`config.mk`:
```
export PLATFORM = sky130hd
export DESIGN_NAME = circular_map_bayes_localizer_unit_flat
export DESIGN_NICKNAME = d
export VERILOG_FILES = /design/src/hw/rtl/cbl_pkg.sv /design/src/hw/rtl/cbl_in_if.sv /design/src/hw/rtl/cbl_out_if.sv /design/src/hw/rtl/cbl_cmpsub.sv /design/src/hw/rtl/cbl_belief_mem.sv /design/src/hw/rtl/circular_map_bayes_localizer_unit.sv /design/src/flat_wrapper.sv
export SDC_FILE = /design/constraint.sdc
export NUM_CORES = 1
export LEC_CHECK = 0
export BUFFER_PORTS_ARGS = -buffer_cell sky130_fd_sc_hd__buf_4
export CORE_MARGIN = 5
export CORE_UTILIZATION = 45
export CTS_CLUSTER_DIAMETER = 100
export CTS_CLUSTER_SIZE = 14
export DETAILED_ROUTE_END_ITERATION = 8
export PLACE_DENSITY = 0.68
export SKIP_LAST_GASP = 1
export SYNTH_ARGS = -nofsm -noshare
export SYNTH_HDL_FRONTEND = slang
export SYNTH_SLANG_ARGS = --single-unit
```
`constraint.sdc`:
```
create_clock -name i_clk -period 6.8 [get_ports i_clk]
set_input_delay 0.68 -clock i_clk [delete_from_list [all_inputs] [get_ports i_clk]]
set_output_delay 0.68 -clock i_clk [all_outputs]
set_load 0.03 [all_outputs]
```
`src/hw/rtl/cbl_pkg.sv`:
```
package cbl_pkg;

    // fixed field widths
    localparam int ODO_W       = 16;
    localparam int SONAR_W     = 8;
    localparam int MAP_W       = 16;
    localparam int RATIO_W     = 4;
    localparam int BEST_CELL_W = 4;
    localparam int BEST_PROB_W = 17;

    // configuration port
    localparam int CFG_IDX_W  = 2;
    localparam int CFG_DATA_W = 16;

    localparam logic [CFG_IDX_W-1:0] REG_MAP_BITS    = 2'd0;
    localparam logic [CFG_IDX_W-1:0] REG_SONAR_THR   = 2'd1;
    localparam logic [CFG_IDX_W-1:0] REG_RATIO_LOG2  = 2'd2;

    localparam logic [MAP_W-1:0]   MAP_BITS_RST  = 16'd48234;
    localparam logic [SONAR_W-1:0] SONAR_THR_RST = 8'd25;
    localparam logic [RATIO_W-1:0] RATIO_RST     = 4'd4;
    localparam logic [RATIO_W-1:0] RATIO_MAX     = 4'd8;

    typedef struct packed {
        logic [ODO_W-1:0]   odo_cells;
        logic [SONAR_W-1:0] sonar_distance;
    } t_in_item;

    typedef struct packed {
        logic [BEST_CELL_W-1:0] best_cell;
        logic [BEST_PROB_W-1:0] best_prob;
        logic                   block_seen;
    } t_out_item;

endpackage

```
`src/hw/rtl/cbl_in_if.sv`:
```
interface cbl_in_if;
    import cbl_pkg::*;

    logic     valid;
    logic     ready;
    t_in_item data;

    modport source (output valid, output data, input ready);
    modport sink   (input valid, input data, output ready);

endinterface

```
`src/hw/rtl/cbl_out_if.sv`:
```
interface cbl_out_if;
    import cbl_pkg::*;

    logic      valid;
    logic      ready;
    t_out_item data;

    modport source (output valid, output data, input ready);
    modport sink   (input valid, input data, output ready);

endinterface

```
`src/hw/rtl/cbl_cmpsub.sv`:
```
module cbl_cmpsub #(
    parameter int W = 8
) (
    input  logic [W-1:0] i_a,
    input  logic [W-1:0] i_b,
    output logic         o_ge,
    output logic [W-1:0] o_diff
);

    // shared compare and subtract, one restoring step
    logic [W:0] w_sub;

    assign w_sub  = {1'b0, i_a} - {1'b0, i_b};
    assign o_ge   = ~w_sub[W];
    assign o_diff = w_sub[W-1:0];

endmodule

```
`src/hw/rtl/cbl_belief_mem.sv`:
```
module cbl_belief_mem #(
    parameter int         DEPTH = 16,
    parameter int         W     = 17,
    parameter logic [W-1:0] INIT = '0
) (
    input  logic                     i_clk,
    input  logic                     i_rst_n,
    input  logic                     i_we,
    input  logic [$clog2(DEPTH)-1:0] i_waddr,
    input  logic [W-1:0]             i_wdata,
    input  logic [$clog2(DEPTH)-1:0] i_raddr,
    output logic [W-1:0]             o_rdata
);

    logic [W-1:0]     r_mem [DEPTH];
    logic [DEPTH-1:0] r_valid;
    logic [W-1:0]     r_rdata;

    // storage, no reset
    always_ff @(posedge i_clk) begin
        if (i_we) begin
            r_mem[i_waddr] <= i_wdata;
        end
    end

    // per-entry valid bits; an unwritten entry reads the initial belief
    always_ff @(posedge i_clk) begin
        if (!i_rst_n) begin
            r_valid <= '0;
        end else if (i_we) begin
            r_valid[i_waddr] <= 1'b1;
        end
    end

    // registered read
    always_ff @(posedge i_clk) begin
        r_rdata <= r_valid[i_raddr] ? r_mem[i_raddr] : INIT;
    end

    assign o_rdata = r_rdata;

endmodule

```
`src/hw/rtl/circular_map_bayes_localizer_unit.sv`:
```
// Channel   Dir  Payload                                   Transfer
// i_in      in   odo_cells[16], sonar_distance[8]           valid & ready
// o_out     out  best_cell[4], best_prob[17], block_seen[1] valid & ready
// i_cfg_*   in   index[2], data[16]                         i_cfg_we
//
// One item at a time through a small sequencer around a single compare/subtract unit.
// An update walks the move, offset, sum and per-cell normalise states after its transfer,
// and ready returns only once its result leaves the emit state; the per-cell restoring
// division, one quotient bit a cycle, takes the bulk of the update.
// An item with no forward move, other than the first, is taken and gives no result.
// Synchronous active-low reset; belief cells read as the uniform value until written.
// A result holds in the output register until taken; the next item is accepted meanwhile,
// and the following result waits in the emit state while the register is still full.
module circular_map_bayes_localizer_unit #(
    parameter int MAP_CELLS      = 16,
    parameter int PROB_FRAC_BITS = 16
) (
    input  logic                      i_clk,
    input  logic                      i_rst_n,
    input  logic                      i_cfg_we,
    input  logic [cbl_pkg::CFG_IDX_W-1:0]  i_cfg_idx,
    input  logic [cbl_pkg::CFG_DATA_W-1:0] i_cfg_data,
    cbl_in_if.sink                    i_in,
    cbl_out_if.source                 o_out
);
    import cbl_pkg::*;

    localparam int IDX_W   = $clog2(MAP_CELLS);
    localparam int CELL_W  = PROB_FRAC_BITS + 1;
    localparam int SCL_W   = CELL_W + 8;
    localparam int SUM_W   = SCL_W + IDX_W;
    localparam int SU_W    = SUM_W + 1;
    localparam int STEP_W  = $clog2(PROB_FRAC_BITS + 1);
    localparam int MAPX_W  = (MAP_CELLS > MAP_W) ? MAP_CELLS : MAP_W;
    localparam int MAPX_IW = $clog2(MAPX_W);
    localparam int INIT_V  = (1 << PROB_FRAC_BITS) / MAP_CELLS;
    localparam int NEG_ADJ = (MAP_CELLS - ((1 << ODO_W) % MAP_CELLS)) % MAP_CELLS;
    localparam int RSH     = ODO_W + IDX_W;
    localparam int RECIP   = ((1 << RSH) + MAP_CELLS - 1) / MAP_CELLS;
    localparam int PROD_W  = RSH + ODO_W;

    // sequencer states
    localparam logic [3:0] ST_IDLE    = 4'd0;
    localparam logic [3:0] ST_MOD     = 4'd1;
    localparam logic [3:0] ST_FIX     = 4'd2;
    localparam logic [3:0] ST_OFFS    = 4'd3;
    localparam logic [3:0] ST_SETUP   = 4'd4;
    localparam logic [3:0] ST_SUM_RD  = 4'd5;
    localparam logic [3:0] ST_SUM_ACC = 4'd6;
    localparam logic [3:0] ST_CHK     = 4'd7;
    localparam logic [3:0] ST_NORM_RD = 4'd8;
    localparam logic [3:0] ST_LOAD    = 4'd9;
    localparam logic [3:0] ST_DIV     = 4'd10;
    localparam logic [3:0] ST_WR      = 4'd11;
    localparam logic [3:0] ST_EMIT    = 4'd12;

    logic [3:0]         r_state;
    logic [MAP_W-1:0]   r_map_bits;
    logic [SONAR_W-1:0] r_sonar_thr;
    logic [RATIO_W-1:0] r_ratio;
    logic [ODO_W-1:0]   r_last;
    logic               r_first;
    logic [IDX_W-1:0]   r_best;
    logic [IDX_W-1:0]   r_off;

    logic [ODO_W-1:0]   r_udiff;
    logic               r_neg;
    logic               r_z;
    logic [RATIO_W-1:0] r_shift;
    logic [IDX_W-1:0]   r_amt;
    logic [STEP_W-1:0]  r_step;
    logic [SUM_W-1:0]   r_rem;
    logic [CELL_W-1:0]  r_quo;
    logic [SUM_W-1:0]   r_sum;
    logic [CELL_W-1:0]  r_maxv;
    logic [IDX_W-1:0]   r_cell;
    logic [IDX_W-1:0]   r_phys;

    logic               r_out_valid;
    t_out_item          r_out;

    logic [SU_W-1:0]    w_a;
    logic [SU_W-1:0]    w_b;
    logic               w_ge;
    logic [SU_W-1:0]    w_diff;
    logic [SU_W-1:0]    w_pick;

    logic [PROD_W-1:0]  w_prod;
    logic [ODO_W-1:0]   w_quo;
    logic [ODO_W-1:0]   w_qm;

    logic [CELL_W-1:0]  w_rdata;
    logic               w_we;
    logic [MAPX_W-1:0]  w_map_ext;
    logic               w_map_bit;
    logic [SCL_W-1:0]   w_scaled;
    logic [IDX_W-1:0]   w_phys0;
    logic [IDX_W-1:0]   w_phys_inc;
    logic               w_last_cell;
    logic               w_accept;
    logic [ODO_W-1:0]   w_in_diff;
    logic               w_trigger;
    logic               w_emit;
    logic [IDX_W+BEST_CELL_W-1:0]  w_best_ext;
    logic [CELL_W+BEST_PROB_W-1:0] w_prob_ext;

    // shared compare/subtract unit
    cbl_cmpsub #(.W(SU_W)) u_cmpsub (
        .i_a    (w_a),
        .i_b    (w_b),
        .o_ge   (w_ge),
        .o_diff (w_diff)
    );

    // belief ring, stored at physical address (logical - offset) mod MAP_CELLS
    cbl_belief_mem #(
        .DEPTH (MAP_CELLS),
        .W     (CELL_W),
        .INIT  (CELL_W'(INIT_V))
    ) u_mem (
        .i_clk   (i_clk),
        .i_rst_n (i_rst_n),
        .i_we    (w_we),
        .i_waddr (r_phys),
        .i_wdata (r_quo),
        .i_raddr (r_phys),
        .o_rdata (w_rdata)
    );

    // move quotient by reciprocal multiplication, exact over the 16-bit count
    assign w_prod = PROD_W'(r_udiff) * PROD_W'(RECIP);
    assign w_quo  = w_prod[RSH +: ODO_W];
    assign w_qm   = w_quo * ODO_W'(MAP_CELLS);

    // operand selection for the shared unit
    always_comb begin
        w_a = '0;
        w_b = SU_W'(MAP_CELLS);
        unique case (r_state)
            ST_MOD: begin
                w_a = SU_W'(r_udiff);
                w_b = SU_W'(w_qm);
            end
            ST_FIX:  w_a = SU_W'(r_rem[IDX_W-1:0]) + (r_neg ? SU_W'(NEG_ADJ) : '0);
            ST_OFFS: w_a = SU_W'(r_amt) + SU_W'(r_off);
            ST_DIV: begin
                w_a = (r_step == '0) ? SU_W'(r_rem) : {r_rem, 1'b0};
                w_b = SU_W'(r_sum);
            end
            default: w_a = '0;
        endcase
    end

    assign w_pick = w_ge ? w_diff : w_a;

    // cell weighting
    assign w_map_ext = MAPX_W'(r_map_bits);
    assign w_map_bit = w_map_ext[MAPX_IW'(r_cell)];
    assign w_scaled  = (w_map_bit == r_z) ? (SCL_W'(w_rdata) << r_shift) : SCL_W'(w_rdata);

    // ring walk
    assign w_phys0     = (r_off == '0) ? '0 : IDX_W'(MAP_CELLS) - r_off;
    assign w_phys_inc  = (r_phys == IDX_W'(MAP_CELLS - 1)) ? '0 : r_phys + 1'b1;
    assign w_last_cell = (r_cell == IDX_W'(MAP_CELLS - 1));

    assign w_accept  = i_in.valid && i_in.ready;
    assign w_in_diff = i_in.data.odo_cells - r_last;
    assign w_trigger = r_first || (!w_in_diff[ODO_W-1] && (w_in_diff != '0));
    assign w_we      = (r_state == ST_WR);
    assign w_emit    = (r_state == ST_EMIT) && (!r_out_valid || o_out.ready);

    assign w_best_ext = (IDX_W + BEST_CELL_W)'(r_best);
    assign w_prob_ext = (CELL_W + BEST_PROB_W)'(r_maxv);

    assign i_in.ready  = (r_state == ST_IDLE);
    assign o_out.valid = r_out_valid;
    assign o_out.data  = r_out;

    // configuration registers
    always_ff @(posedge i_clk) begin
        if (!i_rst_n) begin
            r_map_bits  <= MAP_BITS_RST;
            r_sonar_thr <= SONAR_THR_RST;
            r_ratio     <= RATIO_RST;
        end else if (i_cfg_we) begin
            unique case (i_cfg_idx)
                REG_MAP_BITS:   r_map_bits  <= i_cfg_data[MAP_W-1:0];
                REG_SONAR_THR:  r_sonar_thr <= i_cfg_data[SONAR_W-1:0];
                REG_RATIO_LOG2: r_ratio     <= i_cfg_data[RATIO_W-1:0];
                default:        r_ratio     <= r_ratio;
            endcase
        end
    end

    // sequencer control state
    always_ff @(posedge i_clk) begin
        if (!i_rst_n) begin
            r_state     <= ST_IDLE;
            r_last      <= '0;
            r_first     <= 1'b1;
            r_best      <= '0;
            r_off       <= '0;
            r_out_valid <= 1'b0;
        end else begin
            if (w_emit) begin
                r_out_valid <= 1'b1;
            end else if (o_out.ready) begin
                r_out_valid <= 1'b0;
            end

            unique case (r_state)
                ST_IDLE: begin
                    if (w_accept && w_trigger) begin
                        r_last  <= i_in.data.odo_cells;
                        r_first <= 1'b0;
                        r_state <= ST_MOD;
                    end
                end
                ST_MOD:     r_state <= ST_FIX;
                ST_FIX:     r_state <= ST_OFFS;
                ST_OFFS: begin
                    r_off   <= w_pick[IDX_W-1:0];
                    r_state <= ST_SETUP;
                end
                ST_SETUP:   r_state <= ST_SUM_RD;
                ST_SUM_RD:  r_state <= ST_SUM_ACC;
                ST_SUM_ACC: r_state <= w_last_cell ? ST_CHK : ST_SUM_RD;
                ST_CHK:     r_state <= (r_sum == '0) ? ST_EMIT : ST_NORM_RD;
                ST_NORM_RD: r_state <= ST_LOAD;
                ST_LOAD:    r_state <= ST_DIV;
                ST_DIV: begin
                    if (r_step == STEP_W'(PROB_FRAC_BITS)) begin
                        r_state <= ST_WR;
                    end
                end
                ST_WR: begin
                    if (r_quo > r_maxv) begin
                        r_best <= r_cell;
                    end
                    r_state <= w_last_cell ? ST_EMIT : ST_NORM_RD;
                end
                ST_EMIT: begin
                    if (w_emit) begin
                        r_state <= ST_IDLE;
                    end
                end
                default: r_state <= ST_IDLE;
            endcase
        end
    end

    // working registers
    always_ff @(posedge i_clk) begin
        unique case (r_state)
            ST_IDLE: begin
                r_udiff <= w_in_diff;
                r_neg   <= w_in_diff[ODO_W-1];
                r_z     <= (i_in.data.sonar_distance <= r_sonar_thr);
                r_shift <= (r_ratio > RATIO_MAX) ? RATIO_MAX : r_ratio;
                r_rem   <= '0;
                r_step  <= '0;
                r_maxv  <= '0;
            end
            ST_MOD: begin
                r_rem <= SUM_W'(w_diff[IDX_W-1:0]);
            end
            ST_FIX: begin
                r_amt <= w_pick[IDX_W-1:0];
            end
            ST_SETUP: begin
                r_cell <= '0;
                r_phys <= w_phys0;
                r_sum  <= '0;
            end
            ST_SUM_ACC: begin
                r_sum  <= r_sum + SUM_W'(w_scaled);
                r_cell <= r_cell + 1'b1;
                r_phys <= w_phys_inc;
            end
            ST_CHK: begin
                r_cell <= '0;
                r_phys <= w_phys0;
            end
            ST_LOAD: begin
                r_rem  <= SUM_W'(w_scaled);
                r_quo  <= '0;
                r_step <= '0;
            end
            ST_DIV: begin
                r_rem  <= w_pick[SUM_W-1:0];
                r_quo  <= {r_quo[CELL_W-2:0], w_ge};
                r_step <= r_step + 1'b1;
            end
            ST_WR: begin
                if (r_quo > r_maxv) begin
                    r_maxv <= r_quo;
                end
                r_cell <= r_cell + 1'b1;
                r_phys <= w_phys_inc;
            end
            default: r_rem <= r_rem;
        endcase
    end

    // output register
    always_ff @(posedge i_clk) begin
        if (w_emit) begin
            r_out.best_cell  <= w_best_ext[BEST_CELL_W-1:0];
            r_out.best_prob  <= w_prob_ext[BEST_PROB_W-1:0];
            r_out.block_seen <= r_z;
        end
    end

endmodule

```
`src/flat_wrapper.sv`:
```
// flat-port wrapper written by rule: the top's interface ports become plain ports
module circular_map_bayes_localizer_unit_flat import cbl_pkg::*;
#(
    parameter int MAP_CELLS      = 16,
    parameter int PROB_FRAC_BITS = 16
)
  (i_clk, i_rst_n, i_cfg_we, i_cfg_idx, i_cfg_data, i_in_valid, i_in_data, i_in_ready, o_out_valid, o_out_data, o_out_ready);
  cbl_in_if i_in_i ();
  cbl_out_if o_out_i ();
  input  logic i_clk;
  input  logic i_rst_n;
  input  logic i_cfg_we;
  input  logic [cbl_pkg::CFG_IDX_W-1:0] i_cfg_idx;
  input  logic [cbl_pkg::CFG_DATA_W-1:0] i_cfg_data;
  input wire logic [$bits(i_in_i.valid)-1:0] i_in_valid;
  input wire logic [$bits(i_in_i.data)-1:0] i_in_data;
  output wire logic [$bits(i_in_i.ready)-1:0] i_in_ready;
  output wire logic [$bits(o_out_i.valid)-1:0] o_out_valid;
  output wire logic [$bits(o_out_i.data)-1:0] o_out_data;
  input wire logic [$bits(o_out_i.ready)-1:0] o_out_ready;
  assign i_in_i.valid = i_in_valid;
  assign i_in_i.data = i_in_data;
  assign i_in_ready = i_in_i.ready;
  assign o_out_valid = o_out_i.valid;
  assign o_out_data = o_out_i.data;
  assign o_out_i.ready = o_out_ready;
  circular_map_bayes_localizer_unit #(.MAP_CELLS(MAP_CELLS), .PROB_FRAC_BITS(PROB_FRAC_BITS)) u_core (.i_clk(i_clk), .i_rst_n(i_rst_n), .i_cfg_we(i_cfg_we), .i_cfg_idx(i_cfg_idx), .i_cfg_data(i_cfg_data), .i_in(i_in_i), .o_out(o_out_i));
endmodule
```
==> impl_metrics.json <==
{
  "outcome": "complete, no violations",
  "rows": 87,
  "endpoint_kind": "register",
  "gp_congestion": 0.909,
  "vias": 16678,
  "rsz0062_at_grt": "no",
  "fp.dieArea_sq_um": 61500,
  "syn_inst": 2016,
  "fp.dieW_um": 248,
  "track_usage_pct": 20.2,
  "syn_to_final_growth_pct": 11.0,
  "ys_warn_count": 0,
  "path_clk_slew_ns": 0.07,
  "final-setup-viol-count": 0,
  "skew_ns": 0.0281,
  "hold_viol_final": 0,
  "initial_core_util_pct": 45.3,
  "fin_cells": 2868,
  "cts.sinks": 515,
  "ant_nets": 0,
  "portBuffers": 70,
  "ys_ff_latch": 515,
  "place_ws_ns": 1.26,
  "vias_per_cell": 5.82,
  "nNetsFinal": 2234,
  "min_path_cells": 3,
  "total_leakage_power_uw": 0.0100,
  "ir_worst_vdd_uv": 351,
  "yosysUniqueCellTypes": 73,
  "slew_violations": 0,
  "synth_area_leader_cell": "edfxtp_1",
  "drc": 0,
  "cts_buffers": 43,
  "die_h_um": 248,
  "critPathLaunchType": "register",
  "core_area_sq_um": 56300,
  "layout_setup_ws_ns": 1.30,
  "grt_start_max_net_pins": 77,
  "drive_gt1_share_pct": 13.7,
  "crit_chain": "mux4_2 -> mux4_2 -> xor2_2 -> buf_4 -> o21ai_0 -> ha_1 -> nand2_1 -> o21ai_0 -> a311o_1 -> a32o_1 -> o31ai_1 -> o21ai_0 -> a21oi_1 -> xor2_1 -> nor2_1",
  "reg2reg_depth": 15,
  "p_per_area_nw_per_um2": 367,
  "cts_resized": 0,
  "cts_setup_buffers": 0,
  "crit_fanout": 21,
  "antenna_found_initial": 0,
  "drt-wirelength-per-cell_um": 21.9,
  "routed_wl_um": 62700,
  "num_antenna_cells": 0,
  "fillers": 4779,
  "synthTopCellsByArea": "edfxtp_1, mux4_2, dfxtp_1",
  "clock_path_buffers": 3,
  "synth_fp_nets": 2173,
  "synth.most_common_cell": "edfxtp_1",
  "grt_pass1_wl_um": 97000,
  "clk_latency_ns": 0.59,
  "dp_hpwl_um": 41700,
  "synth_common_cells": "edfxtp_1, nand2_1, nor2_1",
  "cpPeakStageDelay_ns": 0.68,
  "cp_common_cell": "o21ai_0",
  "ctsHoldBuffers": 0,
  "seq_area_frac_synth_pct": 57.1,
  "worst_ep_required_time_ns": 7.09,
  "slew_headroom_pct": 19.1,
  "htree_levels": 2,
  "post-route-util_pct": 50.3,
  "crit_type": "reg2reg",
  "root_buffer": "clkbuf_16",
  "io_pins": 71,
  "period_needed_ns": 5.50,
  "worstHoldPathType": "in2reg",
  "crit_slowest_cell": "xor2_2",
  "final_min_period_over_clock_period_pct": 80.9,
  "cts_tree": "done",
  "grt_pass1_vias": 16629,
  "dr.first_iter.drc_count": 1342,
  "dp.cells": 2788,
  "setup_tns_ns": 0,
  "synthesis.area_sq_um": 25500,
  "synth_flop_cell": "edfxtp_1",
  "synthArstFlopShare_pct": 0,
  "worst_pin_slew_ns": 1.21,
  "max_freq_mhz": 182,
  "cap_violations": 0,
  "synth_area_per_cell_sq_um": 12.6,
  "synth_edf_count": 424,
  "cp_data_arrival_time_ns": 5.80,
  "synth_top_area_share_pct": 50.0,
  "drtPass1Iterations": 8,
  "grt_overflow": 0
}
power by group:
group          switching (uW)  leakage (uW)  internal, uW  total (uW)
clock                    1140      0.000634          1280        2420
sequential                264       0.00445          3770        4030
combinational            2370       0.00492          1550        3920
through the flow:
stage | total power (uW) | hold slack (ns) | area, sq um
5_1_grt | 11000 | 0.277 | 28300
4_1_cts | 10400 | 0.265 | 28300
3_3_place_gp | 7910 | 0.424 | 26900
6_report | 10400 | 0.294 | 28300
2_1_floorplan | 6940 | 0.408 | 25500
3_5_place_dp | 7960 | 0.435 | 26900
final cells by class:
| type | count | area (sq um) | area share [%] |
|---|---|---|---|
| inverters | 77 | 289 | 1.02 |
| clock inverters | 5 | 109 | 0.385 |
| clock buffers | 75 | 1230 | 4.34 |
| repair buffers | 111 | 846 | 2.99 |
| flip-flops and latches | 515 | 14600 | 51.5 |
| multi-input cells | 1329 | 10300 | 36.5 |
| well taps | 756 | 946 | 3.34 |
placed cells by master (no fill, tap or decap), types with 37 or more instances in the layout:
master and n:
nand3_1 59, inv_1 77, dfxtp_1 91, a21oi_1 106, a21o_1 39, xnor2_1 37, clkbuf_16 44, nor2_1 119
o21ai_0 96, edfxtp_1 424, nand2_1 207, and2_1 51, buf_4 110, mux2i_1 50, ha_1 106, mux4_2 94
path summary, 6_finish.rpt:
kind,startpoint,to,slack [ns]
worst max-delay path,u_core.r_cell[0],u_core.r_sum[25],1.30
worst max register to register,u_core.r_cell[0],u_core.r_sum[25],1.30
worst min register to register,u_core.r_maxv[3],u_core.o_out.data[4],0.45
worst min-delay path,i_cfg_data[12],u_core.r_map_bits[12],0.29
metal layers:
metal  part of all wire, %  GRT usage, %  vias up  wire length (um)
met5                     0             0        -                 0
met4                   2.1          5.08        0              1350
met3                   5.9          2.97       95              3710
met2                    50          34.9      527             31500
met1                    42          27.1     8309             26100
li1                      -             -     7747                 -
cells by family after synthesis:
group	synth area share (%)
compound gates	10.9
fa+ha+maj	5.52
simple gates	10.7
buf+inv	2.57
mux	10.9
flops	57.1
xor+xnor	2.30
critical path, delay by kind of cell (launching register included):
family | cells | cell delay [ns]
flip-flops | 1 | 0.58
AND/OR/NAND/NOR | 2 | 0.15
adder cells (fa/ha/maj) | 1 | 0.37
multiplexers | 2 | 1.07
AO/OA/AOI/OAI | 7 | 1.80
buffers and inverters | 1 | 0.36
XOR/XNOR | 2 | 0.86
state kept, by name (all words and copies together) (netlist names), 5 cells and up:
signal,cells
u_core.u_mem.o_rdata,17
u_core.r_quo,17
u_core.r_rem,29
u_core.r_sonar_thr,8
u_core.r_sum,29
u_core.o_out.data,22
u_core.r_last,16
u_core.u_mem.r_valid,16
u_core.r_step,5
u_core.r_maxv,17
u_core.r_map_bits,16
u_core.r_udiff,16
u_core.u_mem.r_mem,272
(Power assumes the default switching activity.)
